[config.mk]
export PLATFORM = sky130hd
export DESIGN_NAME = blv_div_chain
export DESIGN_NICKNAME = d
export VERILOG_FILES = /design/src/hdl/blv_div_cell.sv /design/src/hdl/blv_div_chain.sv
export SDC_FILE = /design/constraint.sdc
export NUM_CORES = 1
export LEC_CHECK = 0
export BUFFER_PORTS_ARGS = -buffer_cell sky130_fd_sc_hd__buf_2
export CAP_MARGIN = 20
export CORE_ASPECT_RATIO = 1.1
export CORE_MARGIN = 3
export CORE_UTILIZATION = 40
export DETAILED_ROUTE_END_ITERATION = 7
export PLACE_DENSITY = 0.53
export SLEW_MARGIN = 15
export SYNTH_ARGS = -nofsm -noshare
export SYNTH_HDL_FRONTEND = slang
export SYNTH_SLANG_ARGS = --single-unit
[constraint.sdc]
create_clock -name clk -period 14.1 [get_ports clk]
set_input_delay 1.41 -clock clk [delete_from_list [all_inputs] [get_ports clk]]
set_output_delay 1.41 -clock clk [all_outputs]
set_load 0.1 [all_outputs]
[src/hdl/blv_div_cell.sv]
`default_nettype none
module blv_div_cell #(
  parameter int WN = 18,
  parameter int WD = 12,
  parameter int SW = 8
) (
  input  wire logic          clk,
  input  wire logic          rst,
  input  wire logic          in_valid,
  output      logic          in_ready,
  input  wire logic [WN-1:0] in_num,
  input  wire logic [WD-1:0] in_rem,
  input  wire logic [WD-1:0] in_den,
  input  wire logic [SW-1:0] in_side,
  output      logic          out_valid,
  input  wire logic          out_ready,
  output      logic [WN-1:0] out_num,
  output      logic [WD-1:0] out_rem,
  output      logic [WD-1:0] out_den,
  output      logic [SW-1:0] out_side
);

  logic [WD:0]   trial;
  logic [WD:0]   diff;
  logic          fits;
  logic [WD-1:0] rem_next;
  logic [WN-1:0] num_next;

  // one restoring step: bring down the top numerator bit, subtract if it fits
  always_comb begin
    trial    = {in_rem, in_num[WN-1]};
    fits     = trial >= {1'b0, in_den};
    diff     = trial - {1'b0, in_den};
    rem_next = fits ? diff[WD-1:0] : trial[WD-1:0];
    num_next = {in_num[WN-2:0], fits};
  end

  assign in_ready = ~out_valid | out_ready;

  always_ff @(posedge clk) begin
    if (rst) begin
      out_valid <= 1'b0;
    end else if (in_ready) begin
      out_valid <= in_valid;
    end
  end

  always_ff @(posedge clk) begin
    if (in_ready && in_valid) begin
      out_num  <= num_next;
      out_rem  <= rem_next;
      out_den  <= in_den;
      out_side <= in_side;
    end
  end

endmodule
`default_nettype wire

[src/hdl/blv_div_chain.sv]
`default_nettype none
module blv_div_chain #(
  parameter int WN = 18,
  parameter int WD = 12,
  parameter int SW = 8
) (
  input  wire logic          clk,
  input  wire logic          rst,
  input  wire logic          in_valid,
  output      logic          in_ready,
  input  wire logic [WN-1:0] in_num,
  input  wire logic [WD-1:0] in_den,
  input  wire logic [SW-1:0] in_side,
  output      logic          out_valid,
  input  wire logic          out_ready,
  output      logic [WN-1:0] quo,
  output      logic [SW-1:0] out_side
);

  logic [WN:0]   v;
  logic [WN:0]   rdy;
  logic [WN-1:0] num  [0:WN];
  logic [WD-1:0] rem  [0:WN];
  logic [WD-1:0] den  [0:WN];
  logic [SW-1:0] side [0:WN];

  assign v[0]      = in_valid;
  assign in_ready  = rdy[0];
  assign num[0]    = in_num;
  assign rem[0]    = '0;
  assign den[0]    = in_den;
  assign side[0]   = in_side;
  assign rdy[WN]   = out_ready;
  assign out_valid = v[WN];
  assign quo       = num[WN];
  assign out_side  = side[WN];

  // one cell per quotient bit, msb first
  for (genvar j = 0; j < WN; j++) begin : g_cell
    blv_div_cell #(.WN(WN), .WD(WD), .SW(SW)) u_cell (
      .clk      (clk),
      .rst      (rst),
      .in_valid (v[j]),
      .in_ready (rdy[j]),
      .in_num   (num[j]),
      .in_rem   (rem[j]),
      .in_den   (den[j]),
      .in_side  (side[j]),
      .out_valid(v[j+1]),
      .out_ready(rdy[j+1]),
      .out_num  (num[j+1]),
      .out_rem  (rem[j+1]),
      .out_den  (den[j+1]),
      .out_side (side[j+1])
    );
  end

endmodule
`default_nettype wire

==> flow_summary.toml <==
[global_route]
track_usage = 0.138
grt_max_degree = 51
grt_pass1_wl_um = 112000
grt_pass1_vias = 21700
overflow = 0
antenna_found_initial = 0

[sta]
hold_viol = 0
finalClockSkew_ns = 0.0440
final-max-slew-violation-count = 0
setup_viol = 0
finalSetupTns_ns = 0
tightest_slew_ns = 0.955
post-route-period-util = 0.364
fin_crit_ns = 5.13
slew_headroom = 0.358
whs_ns = 0.392
max_freq_ghz = 0.195
rsz0062_at_grt = "false"

[power]
powerDensity_nw_per_um2 = 126
p_leak_nw = 16.2
ir_drop_uv = 137
total_power_w = 0.00556
clock_power_share = 0.448
p_comb_frac = 0.025
switching_power_w = 0.00110
power_frac_seq = 0.527
intPower_w = 0.00447
switching_share = 0.197

[worst_setup_path]
timing.rr.start = "g_cell[13].u_cell.out_den[1]$_DFFE_PP_"
cp-startpoint = "out_ready"
start_kind = "input port"
cpPeakStageDelay_ns = 0.41
cp_cell_sequence = "buf_2 > and4b_1 > and3_1 > nand3_1 > nor4_2 > buf_4 > nand3_1 > buf_2"
crit_arrival_ns = 3.72
critical-path-slowest-cell = "and4b_1"
worstPathRequired_ns = 12.69
crit_path_end_kind = "output port"
path_class = "in2out"
critPathMaxFanout = 6

[route]
via_count = 20800
drt_pass1_iterations = 5
avgRoutedWirePerCell_um = 16.6
ant_nets = 0
wl_um = 68900
viasPerCell = 5.01
first_iter_violations = 1020
drt_drc_violations_left = 0

[layout]
layout_common_cells = "edfxtp_1 (876), inv_1 (274), ha_1 (206)"
drive_gt1_frac = 0.103
seq_area_um2 = 26700
nets = 3068
n_antenna_cell = 0
areaGrowthSynthToFinish_pct = 13.9
nFillCells = 8405
final_common_cell = "edfxtp_1"
multi_input_area_um2 = 11300

[synth]
synth_ff_type = "edfxtp_1"
yosysUniqueCellTypes = 68
synth-adder-area-share = 0.0745
synth_edf_count = 876
syn_avg_cell_area_um2 = 14.8
synth_xor_area_frac = 0.0198
yosys.area.top_type = "edfxtp_1"
synth_top_area_share = 0.676
synth.net_count = 2895
ys_top_cells_by_area = "edfxtp_1 (68%), ha_1 (6.6%), mux2_1 (3.6%), inv_1 (2.6%), nor2_1 (1.7%)"
syn_inst = 2631
netlist_area_um2 = 38900
synth_seq_cells = 894
ys_warn_count = 0
synth_compound_area_frac = 0.0757
yosysSeqAreaShare = 0.685
synth-async-reset-ratio = 0
synth_top_family_by_area = "compound AO/OA/AOI/OAI gates"
yosys.area_share.simple = 0.0644
synth.area.mux_share = 0.0504

[floorplan]
ios = 70
dieArea_um2 = 101000
die_h_um = 333
core-area_um2 = 96200
initial_core_util = 0.405
fp.dieW_um = 303
rows = 119

[place]
place_congestion = 0.844
numPortBuffers = 69
dp_hpwl_um = 49900

[clock_tree]
htree_levels = 3
cts_hold_buffers = 0
cts_resized = 0
clk_latency_ns = 0.65
postCtsSetupBuffers = 0
cts-root-buf = "clkbuf_16"
cts_sinks = 894
tritoncts = "built"
cts_made_buffers = 95
clockBufferDepth = 3
clk_pin_slew_ns = 0.06

[run]
cap_violations = 0

[worst_hold_path]
hp-start = "g_cell[5].u_cell.out_num[11]$_DFFE_PP_"
hold_class = "reg2reg"

[run_status]
status = "completed"
final timing paths:
check	to	slack (ns)	cells past startpoint
worst max-delay path	in_ready	8.97	8
worst min-delay path	g_cell[6].u_cell.out_num[12]$_DFFE_PP_	0.39	0
worst max register to register	g_cell[14].u_cell.out_rem[6]$_DFFE_PP_	10.88	9
worst min register to register	g_cell[6].u_cell.out_num[12]$_DFFE_PP_	0.39	0
area by class of cell:
type                       instances  share of cell area
inverter                         283              0.0240
tap                             1270              0.0358
sequential                       894               0.602
multi-input combinational       1431               0.254
timing repair buffer              99              0.0130
clock buffer                     107              0.0551
clock inverter                    65              0.0164
power by group through the flow:
| stage | Combinational [W] | Clock [W] | Sequential [W] |
|---|---|---|---|
| final | 0.000138 | 0.00249 | 0.00293 |
| after global routing | 0.000156 | 0.00270 | 0.00293 |
| after CTS | 0.000139 | 0.00258 | 0.00293 |
| after detailed placement | 0.000138 | 0 | 0.00299 |
| after global placement | 0.000133 | 0 | 0.00299 |
| after floorplan | 0.000101 | 0 | 0.00298 |
flip-flops by register name, summed over array words and instances (netlist names):
register and count:
g_cell.u_cell.out_den 204, g_cell.u_cell.out_num 324, g_cell.u_cell.out_side 144, g_cell.u_cell.out_valid 18
g_cell.u_cell.out_rem 204
worst max-delay path, delay by kind of cell:
family,cells,cell delay [ns]
buf+inv,3,0.69
simple gates,5,1.59
cells by family (layout without fill, tap and decap cells):
family	count (synthesis)	after routing
AND/OR/NAND/NOR	489	489
AO/OA/AOI/OAI	455	455
multiplexers	177	177
buffers and inverters	306	554
flip-flops	894	894
adder cells (fa/ha/maj)	222	222
XOR/XNOR	88	88
synthesized netlist by cell type, types with 28 or more instances:
master      n
nand4_1    28
nor3_1     29
xnor2_1    53
o21a_1     33
o21ai_1    42
ha_1      206
nor2_1    180
nor2b_1    71
nand2_1    61
nand3_1    30
xor2_1     35
edfxtp_1  876
a21oi_1   118
inv_1     274
o21ai_0    65
mux2i_1    45
mux2_1    123
per-stage QoR:
stage | instance area, um^2 | util | cells | setup slack, ns
2_1_floorplan | 38900 | - | 2631 | 8.26
5_1_grt | 44300 | 0.461 | 4149 | 8.82
3_5_place_dp | 41100 | 0.428 | 3976 | 8.99
3_3_place_gp | 41100 | 0.428 | 3976 | 9.02
6_report | 44300 | 0.461 | 4149 | 8.97
4_1_cts | 44300 | 0.461 | 4148 | 8.97
routing by layer:
layer	wire (um)	GRT usage	up-vias
met5	0	0	-
met4	1980	0.0503	0
met3	2400	0.0236	140
met2	37500	0.260	341
met1	27100	0.153	10100
li1	-	-	10200
(Power assumes the default switching activity.)
